$ cat src/sv/c_subset_lexer_core_assert.svh
// assertion macros for the lexer
`ifndef C_SUBSET_LEXER_CORE_ASSERT_SVH
`define C_SUBSET_LEXER_CORE_ASSERT_SVH
// implication checked on every clock edge outside reset
`define LEX_ASSERT_IMP(lbl, clk_s, rst_n_s, ante, cons) \
	lbl: assert property (@(posedge clk_s) disable iff (!rst_n_s) (ante) |-> (cons)) \
		else $error("lexer check failed");
// implication whose consequent is checked in the cycle after the antecedent
`define LEX_ASSERT_NEXT(lbl, clk_s, rst_n_s, ante, cons) \
	lbl: assert property (@(posedge clk_s) disable iff (!rst_n_s) (ante) |=> (cons)) \
		else $error("lexer check failed");
`endif

$ cat src/sv/csl_pkg.sv
// ----------------------------------------------------------------------------
// csl_pkg
// codes, defaults and helper functions shared by the lexer core and its bench
// ----------------------------------------------------------------------------
package csl_pkg;
	localparam int POSITION_BITS_DEF = 16;
	localparam int VALUE_BITS_DEF = 31;

	localparam logic [2:0] MODE_IDLE  = 3'd0;
	localparam logic [2:0] MODE_WORD  = 3'd1;
	localparam logic [2:0] MODE_NUM   = 3'd2;
	localparam logic [2:0] MODE_STR   = 3'd3;
	localparam logic [2:0] MODE_OPER  = 3'd4;
	localparam logic [2:0] MODE_LINE  = 3'd5;
	localparam logic [2:0] MODE_BLOCK = 3'd6;

	localparam logic [3:0] KIND_IDENT  = 4'd0;
	localparam logic [3:0] KIND_NUMBER = 4'd1;
	localparam logic [3:0] KIND_STRING = 4'd2;
	localparam logic [3:0] KIND_OPER   = 4'd3;
	localparam logic [3:0] KIND_KW0    = 4'd4;
	localparam logic [3:0] KIND_END    = 4'd13;
	localparam logic [3:0] KIND_ERROR  = 4'd14;

	localparam logic [1:0] ERR_NONE    = 2'd0;
	localparam logic [1:0] ERR_COMMENT = 2'd1;
	localparam logic [1:0] ERR_STRING  = 2'd2;
	localparam logic [1:0] ERR_BADCHAR = 2'd3;

	localparam logic [4:0] OP_NONE = 5'd0;

	localparam int NUM_KW = 9;

	function automatic logic [7:0] kw_char(input int unsigned k, input int unsigned i);
		logic [7:0] r;
		logic [47:0] w;
		r = 8'd0;
		unique case (k)
			0: w = "return";
			1: w = {"if", 32'd0};
			2: w = {"else", 16'd0};
			3: w = {"for", 24'd0};
			4: w = {"while", 8'd0};
			5: w = {"int", 24'd0};
			6: w = {"char", 16'd0};
			7: w = {"void", 16'd0};
			default: w = "sizeof";
		endcase
		r = w[8'(47 - 8 * i) -: 8];
		return r;
	endfunction

	function automatic logic [2:0] kw_len(input int unsigned k);
		logic [2:0] r;
		unique case (k)
			0, 8: r = 3'd6;
			1: r = 3'd2;
			2, 6, 7: r = 3'd4;
			3, 5: r = 3'd3;
			default: r = 3'd5;
		endcase
		return r;
	endfunction

	function automatic logic is_letter(input logic [7:0] c);
		return (c >= "a" && c <= "z") || (c >= "A" && c <= "Z");
	endfunction

	function automatic logic is_digit(input logic [7:0] c);
		return c >= "0" && c <= "9";
	endfunction

	function automatic logic is_space(input logic [7:0] c);
		return c == " " || (c >= 8'd9 && c <= 8'd13);
	endfunction

	function automatic logic [4:0] single_code(input logic [7:0] c, output logic hit);
		logic [4:0] r;
		hit = 1'b1;
		r = 5'd0;
		unique case (c)
			"+": r = 5'd0;
			"-": r = 5'd1;
			"*": r = 5'd2;
			"/": r = 5'd3;
			"(": r = 5'd4;
			")": r = 5'd5;
			"<": r = 5'd6;
			">": r = 5'd7;
			";": r = 5'd8;
			"=": r = 5'd9;
			"{": r = 5'd10;
			"}": r = 5'd11;
			"&": r = 5'd12;
			",": r = 5'd13;
			"[": r = 5'd14;
			"]": r = 5'd15;
			default: hit = 1'b0;
		endcase
		return r;
	endfunction
endpackage

$ cat src/sv/c_subset_lexer_core.sv
// ----------------------------------------------------------------------------
// c_subset_lexer_core
// byte-in, token-out lexer for a small subset of c
// ----------------------------------------------------------------------------
//  channel  valid     stall     payload
//  in       in_valid  in_stall  text_byte, end_of_text
//  out      out_valid out_stall token_kind .. last_result
//
//  one byte per cycle while in_stall is low; one logic stage scans each byte
//  into up to two tokens, which enter an eight-word output queue next cycle.
//  in_stall rises once more than one word waits in the queue.
//  reset clears the scan state and empties the queue.
module c_subset_lexer_core #(
	parameter int POSITION_BITS = csl_pkg::POSITION_BITS_DEF,
	parameter int VALUE_BITS = csl_pkg::VALUE_BITS_DEF
) (
	input  logic                     clk,
	input  logic                     arst_n,
	input  logic                     in_valid,
	output logic                     in_stall,
	input  logic [7:0]               text_byte,
	input  logic                     end_of_text,
	output logic                     out_valid,
	input  logic                     out_stall,
	output logic [3:0]               token_kind,
	output logic [4:0]               operator_code,
	output logic [POSITION_BITS-1:0] start_offset,
	output logic [POSITION_BITS-1:0] token_length,
	output logic [VALUE_BITS-1:0]    number_value,
	output logic [1:0]               error_code,
	output logic                     last_result
);
	import csl_pkg::*;
	`include "c_subset_lexer_core_assert.svh"
	localparam int PB = POSITION_BITS;
	localparam int VB = VALUE_BITS;
	localparam int TW = 4 + 5 + PB + PB + VB + 2 + 1;

	typedef struct packed {
		logic [3:0]    kind;
		logic [4:0]    op;
		logic [PB-1:0] start;
		logic [PB-1:0] len;
		logic [VB-1:0] val;
		logic [1:0]    err;
		logic          last;
	} tok_t;

	logic [2:0]    mode_q;
	logic [8:0]    cand_q;
	logic [PB-1:0] tstart_q;
	logic [PB-1:0] pos_q;
	logic [VB-1:0] acc_q;
	logic [7:0]    pend_q;
	logic          star_q;

	logic [1:0] cnt_s1;
	tok_t       tok_s1 [3];

	logic [2:0] mode_d;
	logic [8:0] cand_d;
	logic [PB-1:0] tstart_d;
	logic [PB-1:0] pos_d;
	logic [VB-1:0] acc_d;
	logic [7:0] pend_d;
	logic star_d;
	logic [1:0] cnt_d;
	tok_t tok_d [3];

	logic accept;
	logic [2:0] free_slots;
	logic [TW-1:0] push_data [3];
	logic [TW-1:0] pop_data;
	tok_t out_tok;

	assign in_stall = free_slots < 3'd6;
	assign accept = in_valid && !in_stall;

	function automatic tok_t mk(input logic [3:0] k, input logic [4:0] o,
		input logic [PB-1:0] s, input logic [PB-1:0] l,
		input logic [VB-1:0] v, input logic [1:0] e);
		tok_t t;
		t.kind = k;
		t.op = o;
		t.start = s;
		t.len = l;
		t.val = v;
		t.err = e;
		t.last = 1'b0;
		return t;
	endfunction

	always_comb begin
		logic [7:0] c;
		logic [PB-1:0] span;
		logic [3:0] wkind;
		logic [4:0] sc;
		logic shit;
		logic [4:0] pc;
		logic phit;
		logic go_idle;
		logic [4:0] dc;
		logic dhit;
		logic [VB+3:0] prod;
		logic [PB-1:0] idx;
		logic [3:0] d;
		c = text_byte;
		span = PB'(pos_q - tstart_q);
		mode_d = mode_q;
		cand_d = cand_q;
		tstart_d = tstart_q;
		pos_d = pos_q;
		acc_d = acc_q;
		pend_d = pend_q;
		star_d = star_q;
		cnt_d = 2'd0;
		for (int i = 0; i < 3; i++) begin
			tok_d[i] = '0;
		end
		wkind = KIND_IDENT;
		for (int k = 0; k < NUM_KW; k++) begin
			if (cand_q[k] && span == PB'(kw_len(k))) begin
				wkind = 4'(KIND_KW0 + 4'(k));
			end
		end
		sc = single_code(c, shit);
		pc = single_code(pend_q, phit);
		dhit = 1'b1;
		dc = OP_NONE;
		if (c == "=" && pend_q == "=") dc = 5'd16;
		else if (c == "=" && pend_q == "!") dc = 5'd17;
		else if (c == "=" && pend_q == "<") dc = 5'd18;
		else if (c == "=" && pend_q == ">") dc = 5'd19;
		else if (c == "+" && pend_q == "+") dc = 5'd20;
		else if (c == "-" && pend_q == "-") dc = 5'd21;
		else dhit = 1'b0;
		d = 4'(c - "0");
		prod = (VB + 4)'(acc_q) * (VB + 4)'(10) + (VB + 4)'(d);
		idx = span;
		go_idle = 1'b0;
		if (end_of_text) begin
			unique case (mode_q)
				MODE_WORD: begin
					tok_d[0] = mk(wkind, OP_NONE, tstart_q, span, '0, ERR_NONE);
					cnt_d = 2'd1;
				end
				MODE_NUM: begin
					tok_d[0] = mk(KIND_NUMBER, OP_NONE, tstart_q, span, acc_q, ERR_NONE);
					cnt_d = 2'd1;
				end
				MODE_OPER: begin
					tok_d[0] = phit ? mk(KIND_OPER, pc, tstart_q, PB'(1), '0, ERR_NONE)
						: mk(KIND_ERROR, OP_NONE, tstart_q, PB'(1), '0, ERR_BADCHAR);
					cnt_d = 2'd1;
				end
				MODE_STR: begin
					tok_d[0] = mk(KIND_ERROR, OP_NONE, tstart_q, span, '0, ERR_STRING);
					cnt_d = 2'd1;
				end
				MODE_BLOCK: begin
					tok_d[0] = mk(KIND_ERROR, OP_NONE, tstart_q, span, '0, ERR_COMMENT);
					cnt_d = 2'd1;
				end
				default: ;
			endcase
			tok_d[cnt_d] = mk(KIND_END, OP_NONE, pos_q, '0, '0, ERR_NONE);
			cnt_d = 2'(cnt_d + 2'd1);
			mode_d = MODE_IDLE;
			cand_d = '0;
			tstart_d = '0;
			pos_d = '0;
			acc_d = '0;
			pend_d = '0;
			star_d = 1'b0;
		end else begin
			pos_d = PB'(pos_q + PB'(1));
			unique case (mode_q)
				MODE_WORD: begin
					if (is_letter(c)) begin
						for (int k = 0; k < NUM_KW; k++) begin
							if (!(idx < PB'(kw_len(k)) && kw_char(k, 32'(idx[2:0])) == c))
								cand_d[k] = 1'b0;
						end
					end else begin
						tok_d[0] = mk((is_digit(c) || c == "_") ? KIND_IDENT : wkind,
							OP_NONE, tstart_q, span, '0, ERR_NONE);
						cnt_d = 2'd1;
						go_idle = 1'b1;
					end
				end
				MODE_NUM: begin
					if (is_digit(c)) begin
						acc_d = (prod[VB+3:VB] != '0) ? '1 : prod[VB-1:0];
					end else begin
						tok_d[0] = mk(KIND_NUMBER, OP_NONE, tstart_q, span, acc_q, ERR_NONE);
						cnt_d = 2'd1;
						go_idle = 1'b1;
					end
				end
				MODE_STR: begin
					if (c == "\"") begin
						tok_d[0] = mk(KIND_STRING, OP_NONE, tstart_q, PB'(span + PB'(1)),
							'0, ERR_NONE);
						cnt_d = 2'd1;
						mode_d = MODE_IDLE;
					end
				end
				MODE_OPER: begin
					if (dhit) begin
						tok_d[0] = mk(KIND_OPER, dc, tstart_q, PB'(2), '0, ERR_NONE);
						cnt_d = 2'd1;
						mode_d = MODE_IDLE;
					end else if (pend_q == "/" && c == "/") begin
						mode_d = MODE_LINE;
					end else if (pend_q == "/" && c == "*") begin
						mode_d = MODE_BLOCK;
						star_d = 1'b0;
					end else begin
						tok_d[0] = phit ? mk(KIND_OPER, pc, tstart_q, PB'(1), '0, ERR_NONE)
							: mk(KIND_ERROR, OP_NONE, tstart_q, PB'(1), '0, ERR_BADCHAR);
						cnt_d = 2'd1;
						go_idle = 1'b1;
					end
				end
				MODE_LINE: begin
					if (c == 8'd10) mode_d = MODE_IDLE;
				end
				MODE_BLOCK: begin
					if (star_q && c == "/") mode_d = MODE_IDLE;
					star_d = c == "*";
				end
				default: go_idle = 1'b1;
			endcase
			if (go_idle) begin
				mode_d = MODE_IDLE;
				if (is_space(c)) begin
				end else if (is_letter(c)) begin
					mode_d = MODE_WORD;
					tstart_d = pos_q;
					for (int k = 0; k < NUM_KW; k++) begin
						cand_d[k] = kw_char(k, 0) == c;
					end
				end else if (is_digit(c)) begin
					mode_d = MODE_NUM;
					tstart_d = pos_q;
					acc_d = (VB > 3) ? VB'(d) : ((VB'(d) > VB'('1)) ? '1 : VB'(d));
				end else if (c == "\"") begin
					mode_d = MODE_STR;
					tstart_d = pos_q;
				end else if (c == "=" || c == "!" || c == "<" || c == ">" || c == "+"
					|| c == "-" || c == "/") begin
					mode_d = MODE_OPER;
					tstart_d = pos_q;
					pend_d = c;
				end else begin
					tok_d[cnt_d] = shit ? mk(KIND_OPER, sc, pos_q, PB'(1), '0, ERR_NONE)
						: mk(KIND_ERROR, OP_NONE, pos_q, PB'(1), '0, ERR_BADCHAR);
					cnt_d = 2'(cnt_d + 2'd1);
				end
			end
		end
		if (cnt_d != 2'd0) begin
			tok_d[2'(cnt_d - 2'd1)].last = 1'b1;
		end
	end

	always_ff @(posedge clk or negedge arst_n) begin
		if (!arst_n) begin
			mode_q <= MODE_IDLE;
			cand_q <= '0;
			tstart_q <= '0;
			pos_q <= '0;
			acc_q <= '0;
			pend_q <= '0;
			star_q <= 1'b0;
			cnt_s1 <= 2'd0;
		end else begin
			cnt_s1 <= accept ? cnt_d : 2'd0;
			if (accept) begin
				mode_q <= mode_d;
				cand_q <= cand_d;
				tstart_q <= tstart_d;
				pos_q <= pos_d;
				acc_q <= acc_d;
				pend_q <= pend_d;
				star_q <= star_d;
			end
		end
	end

	always_ff @(posedge clk) begin
		for (int i = 0; i < 3; i++) begin
			tok_s1[i] <= tok_d[i];
		end
	end

	always_comb begin
		for (int i = 0; i < 3; i++) begin
			push_data[i] = tok_s1[i];
		end
	end

	csl_outq #(.WIDTH(TW)) u_outq (
		.clk(clk),
		.arst_n(arst_n),
		.push_count(cnt_s1),
		.push_data(push_data),
		.free_slots(free_slots),
		.valid(out_valid),
		.stall(out_stall),
		.data(pop_data)
	);

	assign out_tok = pop_data;
	assign token_kind = out_tok.kind;
	assign operator_code = out_tok.op;
	assign start_offset = out_tok.start;
	assign token_length = out_tok.len;
	assign number_value = out_tok.val;
	assign error_code = out_tok.err;
	assign last_result = out_tok.last;

	`LEX_ASSERT_NEXT(a_eot_clears, clk, arst_n, accept && end_of_text,
		pos_q == '0 && mode_q == MODE_IDLE)
	`LEX_ASSERT_NEXT(a_eot_emits, clk, arst_n, accept && end_of_text, cnt_s1 != 2'd0)
	`LEX_ASSERT_IMP(a_no_push_idle, clk, arst_n, !$past(accept), cnt_s1 == 2'd0)
endmodule

$ cat src/sv/csl_outq.sv
// ----------------------------------------------------------------------------
// csl_outq
// small token fifo between the scanner and the output channel
// ----------------------------------------------------------------------------
module csl_outq #(
	parameter int WIDTH = 8
) (
	input  logic             clk,
	input  logic             arst_n,
	input  logic [1:0]       push_count,
	input  logic [WIDTH-1:0] push_data [3],
	output logic [2:0]       free_slots,
	output logic             valid,
	input  logic             stall,
	output logic [WIDTH-1:0] data
);
	logic [WIDTH-1:0] mem_q [8];
	logic [2:0] rd_q;
	logic [2:0] wr_q;
	logic [3:0] cnt_q;
	logic pop;

	assign valid = cnt_q != 4'd0;
	assign pop = valid && !stall;
	assign data = mem_q[rd_q];
	assign free_slots = (cnt_q > 4'd7) ? 3'd0 : 3'(4'd7 - cnt_q);

	always_ff @(posedge clk) begin
		for (int i = 0; i < 3; i++) begin
			if (2'(i) < push_count) begin
				mem_q[3'(wr_q + 3'(i))] <= push_data[i];
			end
		end
	end

	always_ff @(posedge clk or negedge arst_n) begin
		if (!arst_n) begin
			rd_q <= '0;
			wr_q <= '0;
			cnt_q <= '0;
		end else begin
			wr_q <= 3'(wr_q + 3'(push_count));
			if (pop) begin
				rd_q <= 3'(rd_q + 3'd1);
			end
			cnt_q <= 4'(cnt_q + 4'(push_count) - 4'(pop));
		end
	end
endmodule

$ cat config.mk
export PLATFORM = sky130hd
export DESIGN_NAME = c_subset_lexer_core
export DESIGN_NICKNAME = d
export VERILOG_FILES = /design/src/sv/csl_pkg.sv /design/src/sv/c_subset_lexer_core.sv /design/src/sv/csl_outq.sv
export VERILOG_INCLUDE_DIRS = /design/src /design/src/sv
export SDC_FILE = /design/constraint.sdc
export NUM_CORES = 2
export LEC_CHECK = 0
export CAP_MARGIN = 10
export CELL_PAD_IN_SITES_DETAIL_PLACEMENT = 1
export CELL_PAD_IN_SITES_GLOBAL_PLACEMENT = 1
export CORE_MARGIN = 10
export CORE_UTILIZATION = 52
export CTS_CLUSTER_DIAMETER = 30
export DETAILED_ROUTE_END_ITERATION = 16
export DONT_BUFFER_PORTS = 1
export PLACE_DENSITY = 0.77
export SKIP_CTS_REPAIR_TIMING = 1
export SLEW_MARGIN = 25
export SYNTH_ARGS = -nofsm -noshare
export SYNTH_HDL_FRONTEND = slang
export SYNTH_SLANG_ARGS = --single-unit
$ cat constraint.sdc
create_clock -name clk -period 7.5 [get_ports clk]
set_input_delay 0.375 -clock clk [delete_from_list [all_inputs] [get_ports clk]]
set_output_delay 0.375 -clock clk [all_outputs]
set_load 0.05 [all_outputs]
======== Word-level counts from Yosys, hierarchy flattened ========
Memories as Yosys holds them, arrays and structs flattened.
Index checks and enable logic that the tools add are counted.
storage, ports and cells
  bits in registers ....................... 96
  memory bits (writable) .................. 825
  bits of input ports ..................... 13
  output and inout bits ................... 77
  memories ................................ 2
operators by class
  bitwise operators ....................... 3
  mux-type cells .......................... 213
  reductions and logical operators ........ 63
  shift-type cells ........................ 9
  $add $sub $neg .......................... 16
  order comparisons ....................... 24
  multiply operators ...................... 1
  eq/ne operators ......................... 78
memory list
  memory        words  width  read ports  clocked after memory_dff  write ports  line                       source
  u_outq.mem_q  8      75     1           0                         3            csl_outq.sv:17             logic [WIDTH-1:0] mem_q [8];
  tok_s1        3      75     3           0                         3            c_subset_lexer_core.sv:58  tok_t tok_s1 [3];
operator list
  kind                                                   count
  2-to-1 mux 48 bit                                      54
  2-to-1 mux 225 bit                                     8
  2-to-1 mux 75 bit                                      10
  bitwise mux 225 bit                                    3
  variable part select 55 x 9 -> 8 bit                   9
  demux 75 bit (select 2 bit)                            3
  one-hot mux 75 bit (5 select lines)                    1
  one-hot mux 75 bit (4 select lines)                    1
  2-to-1 mux 31 bit                                      8
  equality test 8 x 6 -> 1 bit (second input constant)   28
  equality test 8 bit                                    18
  2-to-1 mux 16 bit                                      8
  one-hot mux 4 bit (15 select lines)                    2
  2-to-1 mux 3 bit                                       33
  less-than comparator 16 x 3 -> 1 bit                   5
  2-to-1 mux 73 bit                                      1
  equality test 8 x 7 -> 1 bit (second input constant)   9
  2-to-1 mux 72 bit                                      1
  2-to-1 mux 8 bit                                       7
  2-to-1 mux 9 bit                                       6
  equality test 16 x 3 -> 1 bit (second input constant)  3
  2-to-1 mux 1 bit                                       41
  logical AND 1 bit                                      36
  adder 35 x 4 -> 35 bit                                 1
  55 further kinds                                       111

======== Logic depth before layout (Yosys ltp) ========
  depth after elaboration ................. 27
  mapped depth ............................ 18
  depth with buffers taken out ............ 16

======== By module ========
Synthesis repeated with hierarchy kept, for this count alone.
second synthesis, totals
  cell total of the unflattened synthesis .. 5,946
  area, all modules ....................... 54,158.2 sq um
by module, submodules not included
  module               cells an instance  sequential area each (sq um)  area an instance (sq um)  instances
  csl_outq             4,221              18,267.5                      40,532.6                  1
  c_subset_lexer_core  1,725              4,174.0                       13,625.6                  1

======== Least setup slack after synthesis ========
No wires, ideal clock.
  kind .................................... reg-to-reg
  from .................................... register cnt_s1[1]
  to ...................................... memory u_outq.mem_q[0][0] (netlist name), enable pin
  stages on the path, launching flop included .. 4
  setup slack ............................. 606 ps
  data required time ...................... 6,880 ps
  clock period less this slack ............ 6,894 ps
  arrival ................................. 6,274 ps
  cell sequence ........................... dfrtp_1 clkbuf_1 o21ai_0 o31ai_1
RTL lines
  what                    line                        source
  from (decl)             c_subset_lexer_core.sv:57   logic [1:0] cnt_s1;
  from (signal assigned)  c_subset_lexer_core.sv:278  cnt_s1 <= accept ? cnt_d : 2'd0;
  to (decl)               csl_outq.sv:17

======== Worst setup path after layout ========
  from .................................... register acc_q[2]
  to ...................................... register acc_q[28]
between the ends
  word-level cells in the longest chain between the ends .. 11
ends and longest elaborated chain
  what                             line                        source
  from (decl)                      c_subset_lexer_core.sv:53   logic [VB-1:0] acc_q;
  from (signal assigned)           c_subset_lexer_core.sv:273  acc_q <= '0;
  from (signal assigned)           c_subset_lexer_core.sv:284  acc_q <= acc_d;
  multiplier 31 x 3 -> 34 bit (*)  c_subset_lexer_core.sv:138  prod = (VB + 4)'(acc_q) * (VB + 4)'(10) + (VB + 4)'(d);
  adder 35 x 4 -> 35 bit (*)       c_subset_lexer_core.sv:138
  nonzero test 4 bit               c_subset_lexer_core.sv:193  acc_d = (prod[VB+3:VB] != '0) ? '1 : prod[VB-1:0];
  2-to-1 mux 31 bit (*)            c_subset_lexer_core.sv:193
  2-to-1 mux 31 bit (*)            c_subset_lexer_core.sv:192  if (is_digit(c)) begin
  2-to-1 mux 31 bit (*)            c_subset_lexer_core.sv:177  unique case (mode_q)
  2-to-1 mux 31 bit                c_subset_lexer_core.sv:243  end else if (is_digit(c)) begin
  2-to-1 mux 31 bit                c_subset_lexer_core.sv:237  end else if (is_letter(c)) begin
  2-to-1 mux 31 bit                c_subset_lexer_core.sv:236  if (is_space(c)) begin
  2-to-1 mux 31 bit (*)            c_subset_lexer_core.sv:234  if (go_idle) begin
  2-to-1 mux 31 bit (*)            c_subset_lexer_core.sv:141  if (end_of_text) begin
Mark *: on every way between the ends. The rest lies on a longest branch, timed or not.
A chain may end at the register's enable or synchronous reset.

==> impl_metrics.yaml <==
setup_path:
  critical_path.endpoint: "acc_q[28]$_DFFE_PN0P_"
  critical_path.n_buffers_inverters: 0
  critical_path.startpoint: "acc_q[2]$_DFFE_PN0P_"
  setup.worst_path.end_class: "register"
  crit_path_top_delay_cell: "sky130_fd_sc_hd__nand4bb_1"
  worst-path-max-fanout: 14
  worst_setup_path_start_kind: "register"
  cp_data_arrival_time_ns: 5.90
  critPathMaxStageDelay_ns: 0.77
  cp_cell_sequence: "ha_1 > ha_1 > a211oi_1 > o211ai_1 > and2_1 > a221o_1 > a311oi_1 > and4_1 > nand4_1 > nand4bb_1 > o221ai_1 > o211ai_1"
  worstSetupPathType: "register to register"
  worst-r2r-setup-slack_ns: 2.17
  path_depth: 12
  cp_data_required_time_ns: 8.07
  worst_r2r_endpoint: "acc_q[28]$_DFFE_PN0P_"
  r2r-start: "acc_q[2]$_DFFE_PN0P_"
  reg2reg_depth: 12
  cell_family_with_the_largest_share_of_critical_path_delay: "compound AO/OA/AOI/OAI gates"
clocking:
  cts_sinks: 797
  tritoncts.num_buffers: 156
  clock_transition_at_the_registers_of_the_reported_paths_ns: 0.05
  cts_root_buffer: "sky130_fd_sc_hd__clkbuf_16"
  htreeDepth: 4
  clk_latency_ns: 0.77
  cts-root-to-sink-buffers: 3
  tritoncts: "yes"
power_and_ir_drop:
  pwr_density_cell_nw_per_um2: 363
  netSwitchingFraction_pct: 35.8
  comb_power_share_pct: 28.0
  power.share.sequential_pct: 29.6
  ir_drop_mv: 0.440
  power.switching_w: 0.00643
  leakage_nw: 18.1
  clock_share_of_power_pct: 42.5
  internal-power_w: 0.0116
logic_synthesis:
  post_synth_fa_ha_maj_area_fraction_pct: 3.01
  synth_cell_type_count: 90
  synth.yosys.warnings: 0
  synthTopCellsByArea: "sky130_fd_sc_hd__edfxtp_1 (42%), sky130_fd_sc_hd__mux4_2 (7.9%), sky130_fd_sc_hd__and2_1 (6.4%)"
  yosys_register_bits: 797
  synth_top_family_by_area: "simple AND/OR/NAND/NOR gates"
  synth_area_leader_cell: "sky130_fd_sc_hd__edfxtp_1"
  synth_simple_gate_area_share_pct: 18.1
  ys.flop_type: "sky130_fd_sc_hd__edfxtp_1"
  async_reset_ff_share_pct: 12.0
  synth.top_cell.area_share_pct: 42.0
  synth.area.mux_share_pct: 10.5
  yosys.cell_count.top_type: "sky130_fd_sc_hd__nand2_1"
  synth_edf_count: 600
  syn_nets: 4025
  synthXorXnorAreaFrac_pct: 2.08
  synth.cells.most_frequent: "sky130_fd_sc_hd__nand2_1 (655), sky130_fd_sc_hd__edfxtp_1 (600), sky130_fd_sc_hd__and2_1 (439)"
  postSynthAreaPerCell_um2: 11.0
  synth-compound-area-share_pct: 10.4
  netlist_instances: 3912
  synth_sequential_area_ratio_pct: 52.4
  post_synth_design_cell_area_um2: 42900
cells_and_area:
  regArea_um2: 22500
  area_growth_pct: 15.7
  multi_input_comb_area_um2: 19200
  final.fill_count: 8199
  drive_above_1_share_pct: 15.6
  num-nets-final: 3953
  layoutNonFillerInstCount: 5045
  postLayoutCellArea_um2: 49600
placement:
  dpl-instance-area_um2: 43700
  post-dp-hpwl_mm: 86.9
  port-buffer-count: 0
  place.gp.congestion: 0.923
  dp_cells: 4738
  pre_cts_slack_ns: 2.30
floorplanning:
  io-pin-count: 90
  die-area_um2: 94300
  chipWidth_um: 307
  floorplan.die.height_um: 307
  placeableCoreArea_um2: 81800
  row_count: 105
  floorplan.initialDensity_pct: 52.4
routing:
  detail_route.iter0.violations: 4124
  postRouteWirelength_mm: 156
  detail_route.wl_per_cell_um: 30.9
  drt-vias-per-instance: 6.72
  vias: 33882
  ant_nets: 0
  post-route-drc-count: 0
  drt-pass1-iter-count: 5
timing:
  peak_freq_mhz: 188
  timing.clock.skew_ns: 0.0426
  tightestPinTransition_ns: 1.15
  slew_headroom_pct: 22.5
  postLayoutSetupSlackWorst_ns: 2.17
  number_of_max_slew_violations_in_the_final_report: 0
  grt_setup_unrepaired: "false"
  post-route-period-util_pct: 71.1
  finalHoldViolations: 3
  hold_slack_ns: -0.0211
  finalSetupViolCount: 0
  accumulated_negative_setup_slack_ns: 0
  period_minus_slack_ns: 5.33
job:
  cap_viol_max_count: 0
status:
  run_status: "finished, violations left"
  failing_checks: "negative hold slack"
min_path:
  timing.hold.worst.class: "input port to register"
global_route:
  antenna_violations_before_repair: 14
  global_route.overflow_total: 0
  grt_start_max_net_pins: 97
  vias_in_the_first_global_route: 35690
  track_usage_pct: 31.9
  grt_first_pass_wirelength_mm: 228
-- logic make-up after synthesis --
kind of cell    count (synthesis)
fa+ha+maj                     100
flops                         797
buf+inv                       373
simple gates                 1555
xor+xnor                      102
compound gates                732
mux                           253
-- power by group through the flow --
stage	clock [W]	combinational [W]	sequential (W)
floorplan	0	0.00398	0.00510
global placement	0	0.00476	0.00534
detailed placement	0	0.00489	0.00537
CTS	0.00762	0.00497	0.00530
global route	0.00789	0.00530	0.00533
finish	0.00764	0.00503	0.00532
-- routing by layer --
layer  global-route usage [%]  wire length (um)
met1                     40.4             59100
met4                     12.7              5590
met3                     7.61             16300
met5                        0                71
met2                     52.4             74600
-- how the worst min path moves through the flow --
stage	from	endpoint	cells after the start
3_5_place_dp	arst_n	acc_q[20]$_DFFE_PN0P_	0
4_1_cts	arst_n	u_outq.rd_q[0]$_DFFE_PN0P_	0
3_3_place_gp	arst_n	acc_q[20]$_DFFE_PN0P_	0
2_1_floorplan	arst_n	acc_q[0]$_DFFE_PN0P_	0
6_report	text_byte[1]	cand_q[0]$_DFFE_PN0P_	4
5_1_grt	end_of_text	tok_s1[0][53]$_DFF_P_	2
-- state kept, by name, summed over array words and instances, names as in the netlist --
name and flops:
tok_s1 101, u_outq.rd_q 3, mode_q 3, cand_q 9, cnt_s1 2, tstart_q 16
u_outq.cnt_q 4, pos_q 16, u_outq.mem_q 600, u_outq.wr_q 3, pend_q 8, star_q 1
acc_q 31
-- cell type report --
type | instances | area share, %
Inverter | 70 | 0.530
Sequential cell | 797 | 45.3
Antenna cell | 4 | 0.0202
Clock buffer | 190 | 8.50
Clock inverter | 99 | 2.98
Timing Repair Buffer | 73 | 1.34
Multi-Input combinational cell | 2742 | 38.6
Tap cell | 1070 | 2.70
-- tightest hold or removal path, delay by kind of cell --
family | cells | cell delay [ns]
compound gates | 1 | 0.07
xor+xnor | 1 | 0.05
simple gates | 2 | 0.20
-- metrics by stage --
step	power [W]	util, %
after floorplan	0.00909	-
after global placement	0.0101	53.4
after detailed placement	0.0103	53.4
after CTS	0.0179	60.3
after global routing	0.0185	60.6
final	0.0180	60.6
-- placed cells by master, fill, tap and decap left out, types with 24 or more instances in the layout --
master | Yosys | routed
sky130_fd_sc_hd__a211oi_1 | 24 | 24
sky130_fd_sc_hd__a21o_1 | 31 | 31
sky130_fd_sc_hd__a21oi_1 | 330 | 329
sky130_fd_sc_hd__a31oi_1 | 37 | 37
sky130_fd_sc_hd__and2_1 | 439 | 439
sky130_fd_sc_hd__buf_4 | 21 | 54
sky130_fd_sc_hd__bufinv_16 | 0 | 27
sky130_fd_sc_hd__clkbuf_16 | 0 | 159
sky130_fd_sc_hd__dfrtp_1 | 96 | 93
sky130_fd_sc_hd__dfxtp_1 | 101 | 101
sky130_fd_sc_hd__edfxtp_1 | 600 | 600
sky130_fd_sc_hd__ha_1 | 95 | 95
sky130_fd_sc_hd__inv_1 | 68 | 68
sky130_fd_sc_hd__mux2_2 | 82 | 82
sky130_fd_sc_hd__mux4_2 | 150 | 150
sky130_fd_sc_hd__nand2_1 | 655 | 655
sky130_fd_sc_hd__nand2b_1 | 24 | 24
sky130_fd_sc_hd__nand3_1 | 57 | 56
sky130_fd_sc_hd__nand4_1 | 41 | 41
sky130_fd_sc_hd__nor2_1 | 140 | 122
sky130_fd_sc_hd__nor3_1 | 49 | 43
sky130_fd_sc_hd__o21ai_0 | 129 | 122
sky130_fd_sc_hd__xnor2_1 | 64 | 64
sky130_fd_sc_hd__xor2_1 | 38 | 38
No activity file was read; power rests on OpenSTA's default activity.
